### config.mk
export PLATFORM = sky130hd
export DESIGN_NAME = ftc_norm_round
export DESIGN_NICKNAME = d
export VERILOG_FILES = /design/src/hdl/ftc_pkg.sv /design/src/hdl/ftc_norm_round.sv
export SDC_FILE = /design/constraint.sdc
export NUM_CORES = 2
export LEC_CHECK = 0
export BUFFER_PORTS_ARGS = -buffer_cell sky130_fd_sc_hd__buf_2
export CORE_UTILIZATION = 32
export CTS_CLUSTER_SIZE = 20
export DETAILED_ROUTE_END_ITERATION = 8
export PLACE_DENSITY_LB_ADDON = 0.3
export SYNTH_ARGS = -nofsm -noshare
export SYNTH_HDL_FRONTEND = slang
export SYNTH_SLANG_ARGS = --single-unit
### constraint.sdc
create_clock -name clk -period 6.05 [get_ports clk]
set_clock_uncertainty 0.2 [all_clocks]
set_input_delay 0.3025 -clock clk [delete_from_list [all_inputs] [get_ports clk]]
set_output_delay 0.3025 -clock clk [all_outputs]
set_load 0.005 [all_outputs]
### src/hdl/ftc_pkg.sv
// ----------------------------------------------------------------------------
// ftc_pkg
// shared types, register indexes and double-precision helper functions
// ----------------------------------------------------------------------------
package ftc_pkg;

  localparam logic [1:0]  CFG_REL_TOL = 2'd0;
  localparam logic [1:0]  CFG_ABS_TOL = 2'd1;
  localparam logic [1:0]  CFG_NAN_EQ  = 2'd2;

  localparam logic [10:0] EXP_ALL     = 11'h7FF;
  localparam logic [63:0] QNAN_BITS   = 64'h7FF8_0000_0000_0000;

  // operand split into fields, subnormals get exponent 1 and no hidden bit
  typedef struct packed {
    logic        sign;
    logic        nan;
    logic        inf;
    logic        zero;
    logic [10:0] exp;
    logic [52:0] mant;
  } unpacked_t;

  // adder front end: operands ordered by magnitude
  typedef struct packed {
    logic        nan;
    logic        inf;
    logic        sign;
    logic        sub;
    logic [10:0] exp_big;
    logic [52:0] m_big;
    logic [52:0] m_small;
    logic [5:0]  shamt;
  } add_prep_t;

  // value = m * 2^(e - 1023 - 106), specials carried as flags
  typedef struct packed {
    logic               nan;
    logic               inf;
    logic               sign;
    logic signed [13:0] e;
    logic [107:0]       m;
  } norm_in_t;

  function automatic unpacked_t unpack(input logic [63:0] v);
    unpacked_t   u;
    logic [10:0] f;
    f      = v[62:52];
    u.sign = v[63];
    u.nan  = (f == EXP_ALL) && (v[51:0] != 52'd0);
    u.inf  = (f == EXP_ALL) && (v[51:0] == 52'd0);
    u.zero = (f == 11'd0) && (v[51:0] == 52'd0);
    u.exp  = (f == 11'd0) ? 11'd1 : f;
    u.mant = {f != 11'd0, v[51:0]};
    return u;
  endfunction

  function automatic add_prep_t add_prep(input unpacked_t x, input unpacked_t y);
    add_prep_t   p;
    logic        x_big;
    logic        eq;
    logic [10:0] d;
    x_big       = {x.exp, x.mant} >= {y.exp, y.mant};
    eq          = {x.exp, x.mant} == {y.exp, y.mant};
    p.sub       = x.sign ^ y.sign;
    p.nan       = x.nan | y.nan | (x.inf & y.inf & p.sub);
    p.inf       = x.inf | y.inf;
    if (p.inf) begin
      p.sign = x.inf ? x.sign : y.sign;
    end else if (p.sub && eq) begin
      p.sign = 1'b0;
    end else begin
      p.sign = x_big ? x.sign : y.sign;
    end
    p.exp_big   = x_big ? x.exp : y.exp;
    p.m_big     = x_big ? x.mant : y.mant;
    p.m_small   = x_big ? y.mant : x.mant;
    d           = x_big ? (x.exp - y.exp) : (y.exp - x.exp);
    p.shamt     = (d > 11'd63) ? 6'd63 : d[5:0];
    return p;
  endfunction

  // align, add or subtract with guard, round and sticky bits
  function automatic norm_in_t add_core(input add_prep_t p);
    norm_in_t    n;
    logic [55:0] mb;
    logic [55:0] ms;
    logic [55:0] msh;
    logic [55:0] lost;
    logic [55:0] ys;
    logic [56:0] sum;
    mb   = {p.m_big, 3'b000};
    ms   = {p.m_small, 3'b000};
    msh  = ms >> p.shamt;
    lost = ms & ~({56{1'b1}} << p.shamt);
    ys   = {msh[55:1], msh[0] | (|lost)};
    sum  = p.sub ? ({1'b0, mb} - {1'b0, ys}) : ({1'b0, mb} + {1'b0, ys});
    n.nan  = p.nan;
    n.inf  = p.inf;
    n.sign = p.sign;
    n.e    = $signed({3'b000, p.exp_big});
    n.m    = {sum, 51'd0};
    return n;
  endfunction

  function automatic logic [6:0] lzc108(input logic [107:0] m);
    logic [6:0] n;
    n = 7'd108;
    for (int i = 0; i < 108; i++) begin
      if (m[i]) begin
        n = 7'(107 - i);
      end
    end
    return n;
  endfunction

endpackage

### src/hdl/ftc_norm_round.sv
// ----------------------------------------------------------------------------
// ftc_norm_round
// four-stage normalize and round-to-nearest-even unit, packs a double
// ----------------------------------------------------------------------------
module ftc_norm_round import ftc_pkg::*; (
  input  logic        clk,
  input  logic [3:0]  en,
  input  norm_in_t    op,
  output logic [63:0] result
);

  typedef struct packed {
    logic         nan;
    logic         inf;
    logic         sign;
    logic [107:0] m;
    logic         left;
    logic [6:0]   amt;
    logic [12:0]  fexp;
  } shift_st_t;

  typedef struct packed {
    logic         nan;
    logic         inf;
    logic         sign;
    logic [107:0] m;
    logic         sticky;
    logic [12:0]  fexp;
  } round_st_t;

  norm_in_t  s1;
  shift_st_t s2, s2_next;
  round_st_t s3, s3_next;
  logic [63:0] res_next;

  // leading-zero count and shift decision
  always_comb begin
    logic [6:0]         lz;
    logic signed [14:0] nexp;
    logic signed [14:0] shv;
    logic signed [14:0] ashv;
    lz           = lzc108(s1.m);
    nexp         = 15'(s1.e) + 15'sd1 - $signed({8'd0, lz});
    s2_next.nan  = s1.nan;
    s2_next.inf  = s1.inf;
    s2_next.sign = s1.sign;
    s2_next.m    = s1.m;
    if (nexp > 15'sd0) begin
      shv          = $signed({8'd0, lz}) - 15'sd1;
      s2_next.fexp = nexp[12:0];
    end else begin
      // subnormal: exponent pinned at its minimum
      shv          = 15'(s1.e) - 15'sd1;
      s2_next.fexp = 13'd1;
    end
    s2_next.left = !shv[14];
    ashv         = s2_next.left ? shv : -shv;
    s2_next.amt  = (ashv > 15'sd127) ? 7'd127 : ashv[6:0];
  end

  // barrel shift, right shifts collect sticky
  always_comb begin
    s3_next.nan  = s2.nan;
    s3_next.inf  = s2.inf;
    s3_next.sign = s2.sign;
    s3_next.fexp = s2.fexp;
    if (s2.left) begin
      s3_next.m      = s2.m << s2.amt;
      s3_next.sticky = 1'b0;
    end else begin
      s3_next.m      = s2.m >> s2.amt;
      s3_next.sticky = |(s2.m & ~({108{1'b1}} << s2.amt));
    end
  end

  // round to nearest even and pack
  always_comb begin
    logic [52:0] mant;
    logic [53:0] mr;
    logic [12:0] ex;
    logic        up;
    logic        st;
    st   = (|s3.m[52:0]) | s3.sticky;
    up   = s3.m[53] & (st | s3.m[54]);
    mr   = {1'b0, s3.m[106:54]} + 54'(up);
    if (mr[53]) begin
      mant = mr[53:1];
      ex   = s3.fexp + 13'd1;
    end else begin
      mant = mr[52:0];
      ex   = s3.fexp;
    end
    if (s3.nan) begin
      res_next = QNAN_BITS;
    end else if (s3.inf || (mant[52] && ex >= 13'(EXP_ALL))) begin
      res_next = {s3.sign, EXP_ALL, 52'd0};
    end else begin
      res_next = {s3.sign, mant[52] ? ex[10:0] : 11'd0, mant[51:0]};
    end
  end

  always_ff @(posedge clk) begin
    if (en[0]) s1 <= op;
    if (en[1]) s2 <= s2_next;
    if (en[2]) s3 <= s3_next;
    if (en[3]) result <= res_next;
  end

endmodule

==> results.md <==
Power and ir drop:
- The overall power is between 0.01 and 0.015 W.
- For this design the ratio of total power to cell area is 281 nW/um2.
- The leakage power summed over all cells is approximately 15 nW.
- The worst-case IR drop observed on VDD is 0.242 mV.

STA:
- Setup repair after global routing could not meet its margin everywhere.
- For the pin with the worst max-slew slack, the measured transition is 1.35 ns.
- Across all hold checks on the routed design, the worst slack comes to around 0.038 ns.
- The final number of max-transition violations is 0.
- For this run, the top clock speed supported by timing is between 0.15 and 0.2 GHz.
- The normalized max-slew margin is 9.63%.
- After layout, the worst path uses 106% of the clock period.
- The final hold violation count is 0.
- In the post-route analysis, the smallest setup slack over all paths is -0.377 ns.
- The total of endpoints with negative setup slack in the final report is 7.
- The time the final worst path needs with I/O delays and setup is 6.43 ns.

Synth:
- The number of unique standard cell types used by synthesis is ~100.
- The number of nets in the synthesized netlist is between 3k and 4k.
- The share of the yosys chip area belonging to registers is about 40%.
- A synthesized cell averages ~9.3 um2.
- The synthesized cell area is around 34000 um2.
- The post-synthesis cell count is between 3k and 4k.
- The async set-or-reset flop fraction in the synthesized netlist is 0%.
- Yosys printed 0 warnings.
- The main flop type after synthesis is sky130_fd_sc_hd__edfxtp_1.
- In this run, synthesis produced a sequential element count of roughly 450.
- In this run, synthesis inferred 445 flip-flops with an integrated enable.

Routing:
- Using the TritonRoute via totals, the vias-per-cell ratio works out to 5.82.
- The via total after detailed routing is about 32k.
- Before antenna repair, the detailed router went through 6 iterations.
- The routed design has roughly 140000 um of wire.
- The routed length per placed instance is 26.2 um.
- In this run the remaining antenna-violating nets after routing total 0.
- For this run, design rule violations remaining after detail routing come to 0.
- After the first detailed-routing iteration, the DRC count stood at 4363.

Floorplan:
- The floorplan step set the die width to 327 um.
- For this configuration, the core starts out at a cell density of between 30% and 40%.
- The die area is 107000 um2.
- The floorplan step defined a core boundary enclosing around 100000 um2.
- The floorplan die height is 327 um.
- just under 200 I/O pins were placed.
- After floorplanning, the core was divided into approximately 120 placement rows.

Setup path:
- The critical path in this run is classified as flop to flop.
- Measured in cells, the most critical reg-to-reg path has a length of 30.
- The startpoint class of the critical path is a flop.
- Counting stages on the worst path, the most repeated cell is sky130_fd_sc_hd__buf_4.
- In this run the worst path has a maximum fanout of 7.
- For this run, the slowest stage of the critical path takes about 0.54 ns.
- The largest individual stage delay along the critical path comes from the cell sky130_fd_sc_hd__or4b_4.
- The worst setup path is captured at a flop.
- The worst path arrival time is ~6.6 ns.
- For the worst setup path, the data required time is 6.20 ns.

Outcome:
- The flow ran to the end, but the final reports show violations.
- The final reports fail on setup timing.

Clock tree:
- The CTS tree is built.
- No sink is reached through more buffers than the 3 on the longest clock path.
- After clock tree synthesis, the clock-pin slew on the worst setup and hold paths is around 0.07 ns.
- The clock tree synthesis step divided the H-tree into 2 levels.
- The clock latency on the worst-skew pair is around 0.62 ns.
- The sink count of the clock tree is ~450.
- The root buffer cell chosen for the clock tree is sky130_fd_sc_hd__clkbuf_16.
- In this run, CTS created clock tree buffers numbering 50.

Global routing:
- The first-pass GRT wire length is between 200000 and 250000 um.
- The number of global-route vias before repair is roughly 30k.
- Entering global routing, the biggest net connects 189 pins.
- Summed over all layers, the global routing overflow is 0.
- The number of antenna violations at the first check in global routing is 10.
- Global routing used 25.9% of the available tracks across all layers.

Place:
- The number of port buffers is just under 200.
- Counting tap cells, the placed design contains a total of 5250 instances.
- The placed instance area is between 30000 and 40000 um2.
- The last weighted congestion value of the routability-driven placer is between 1 and 1.5.
- After legalization and detailed placement, the total HPWL measured about 110000 um.
- Before CTS, the worst setup slack after placement is -1.40 ns.

Finish:
- The final net count is about 4.2k.
- The non-filler instance count after layout is ~5.5k.
- The share of cells above drive strength 1 is between 20% and 30%.
- The growth of design area from synthesis to finish is 21.3%.
- The finished cells cover 41000 um2.

Flow run:
- Across the run, the number of max-cap violations was 0.

Worst hold path:
- The type of the most critical hold path is input pin to flop.
- The number of cells on the worst hold path is 1.
[path summary, 6_finish.rpt]
kind,startpoint,slack [ns],endpoint
max,s1[71],-0.38,s2[14]
min,en[0],0.04,s1[104]
min reg2reg,s2[9],0.22,s3[9]
max reg2reg,s1[71],-0.38,s2[14]
[power by group]
group | switching [W] | internal (W) | leakage (nW)
combinational | 0.00297 | 0.00163 | 9.75
clock | 0.00124 | 0.00171 | 0.758
sequential | 0.000247 | 0.00373 | 4.42
total | 0.00445 | 0.00707 | 14.9
[through the flow]
step / utilization, % / setup TNS [ns]
after CTS: 39.3 / -2.78
final: 39.4 / -2.37
after global placement: 36.4 / -10.64
after global routing: 39.4 / -4.46
after detailed placement: 36.4 / -11.33
after floorplan: - / 0
[worst max-delay path, delay by kind of cell (launching register included)]
kind / cells / cell delay, ns
xor+xnor: 1 / 0.18
fa+ha+maj: 3 / 0.53
compound gates: 10 / 1.73
buf+inv: 5 / 0.71
flops: 1 / 0.38
simple gates: 11 / 2.41
[final cells by class]
type / instances / area, um2
diodes: 1 / 2.50
clock buffers: 58 / 1300
clock inverters: 31 / 288
fillers: 10400 / 63000
inverters: 72 / 295
multi-input cells: 2876 / 19600
flip-flops and latches: 445 / 13400
well taps: 1380 / 1730
repair buffers: 608 / 4480
[sequential cells by signal, summed over array words and instances, names as in the netlist]
signal  cells
s3        124
s2        132
s1        125
result     64
[per-layer routing]
layer	wire [um]	global-route usage (%)	vias up
li1	-	-	14600
met1	61600	36.0	15100
met2	60400	38.2	1760
met3	12700	4.50	336
met4	8590	14.0	8
met5	50	0	-
[cell usage in the layout (no fill, tap or decap), types with 28 or more instances in the layout]
master / n
sky130_fd_sc_hd__nor2_1: 508
sky130_fd_sc_hd__edfxtp_1: 445
sky130_fd_sc_hd__mux2i_1: 387
sky130_fd_sc_hd__o21ai_0: 356
sky130_fd_sc_hd__buf_4: 285
sky130_fd_sc_hd__a21oi_1: 255
sky130_fd_sc_hd__nand2_1: 200
sky130_fd_sc_hd__buf_2: 190
sky130_fd_sc_hd__mux2_2: 142
sky130_fd_sc_hd__dlygate4sd3_1: 125
sky130_fd_sc_hd__nand2b_1: 112
sky130_fd_sc_hd__o22ai_1: 73
sky130_fd_sc_hd__inv_1: 63
sky130_fd_sc_hd__nor4_1: 58
sky130_fd_sc_hd__nor3_1: 56
sky130_fd_sc_hd__a211oi_1: 54
sky130_fd_sc_hd__clkbuf_16: 51
sky130_fd_sc_hd__nand3_1: 48
sky130_fd_sc_hd__xor2_1: 47
sky130_fd_sc_hd__xnor2_1: 43
sky130_fd_sc_hd__nand4_1: 42
sky130_fd_sc_hd__and2_1: 32
sky130_fd_sc_hd__o211ai_1: 28
[timing repair]
action | CTS | global route
setup buffers | 3 | 3
gates cloned | 0 | 0
setup endpoints to repair | 14 | 8
hold buffers | 125 | 0
gates resized for setup | 28 | 27
endpoints found under the hold margin | 125 | 0
pin swaps | 16 | 22
[synth_stat cells (6+ instances only)]
cell type,number,area [um2]
sky130_fd_sc_hd__a211oi_1,54,405
sky130_fd_sc_hd__nand2_1,202,758
sky130_fd_sc_hd__a221o_1,7,70.1
sky130_fd_sc_hd__a2111oi_0,8,70.1
sky130_fd_sc_hd__o311ai_0,6,52.6
sky130_fd_sc_hd__ha_1,31,388
sky130_fd_sc_hd__a22o_1,11,96.3
sky130_fd_sc_hd__buf_1,54,203
sky130_fd_sc_hd__edfxtp_1,445,13400
sky130_fd_sc_hd__or3_1,9,56.3
sky130_fd_sc_hd__and4_1,7,61.3
sky130_fd_sc_hd__nor3_1,56,280
sky130_fd_sc_hd__o21ai_0,358,1790
sky130_fd_sc_hd__nor2_1,512,1920
sky130_fd_sc_hd__o221ai_1,26,228
sky130_fd_sc_hd__a32oi_1,9,78.8
sky130_fd_sc_hd__or4_1,17,128
sky130_fd_sc_hd__nor2b_1,15,93.8
sky130_fd_sc_hd__nand3_1,49,245
sky130_fd_sc_hd__mux2_2,142,1600
sky130_fd_sc_hd__a21oi_1,261,1310
sky130_fd_sc_hd__a31oi_1,15,93.8
sky130_fd_sc_hd__o31ai_1,10,75.1
sky130_fd_sc_hd__a221oi_1,11,96.3
sky130_fd_sc_hd__mux2i_1,388,3880
sky130_fd_sc_hd__xor2_1,47,412
sky130_fd_sc_hd__o22ai_1,73,457
sky130_fd_sc_hd__and2_1,32,200
sky130_fd_sc_hd__a22oi_1,18,135
sky130_fd_sc_hd__and3_1,13,81.3
sky130_fd_sc_hd__o211ai_1,28,210
sky130_fd_sc_hd__o21a_1,21,158
sky130_fd_sc_hd__clkbuf_1,178,668
sky130_fd_sc_hd__buf_2,6,30.0
sky130_fd_sc_hd__nor4_1,62,388
sky130_fd_sc_hd__nand2b_1,113,707
sky130_fd_sc_hd__nand4_1,42,263
sky130_fd_sc_hd__o2111ai_1,11,96.3
sky130_fd_sc_hd__mux4_2,27,608
sky130_fd_sc_hd__o211a_1,6,60.1
sky130_fd_sc_hd__o311a_1,6,60.1
sky130_fd_sc_hd__xnor2_1,44,385
sky130_fd_sc_hd__o22a_1,17,149
sky130_fd_sc_hd__inv_1,68,255
[kinds of logic after synthesis]
kind of cell	synth area share, %
and+or+nand+nor	16.4
AOI/OAI and AO/OA	18.7
DFF	39.5
muxes	18.1
buffers and inverters	3.58
xor gates and xnor gates	2.36
adders and majority gates	1.32
No activity file was read; power rests on OpenSTA's default activity.
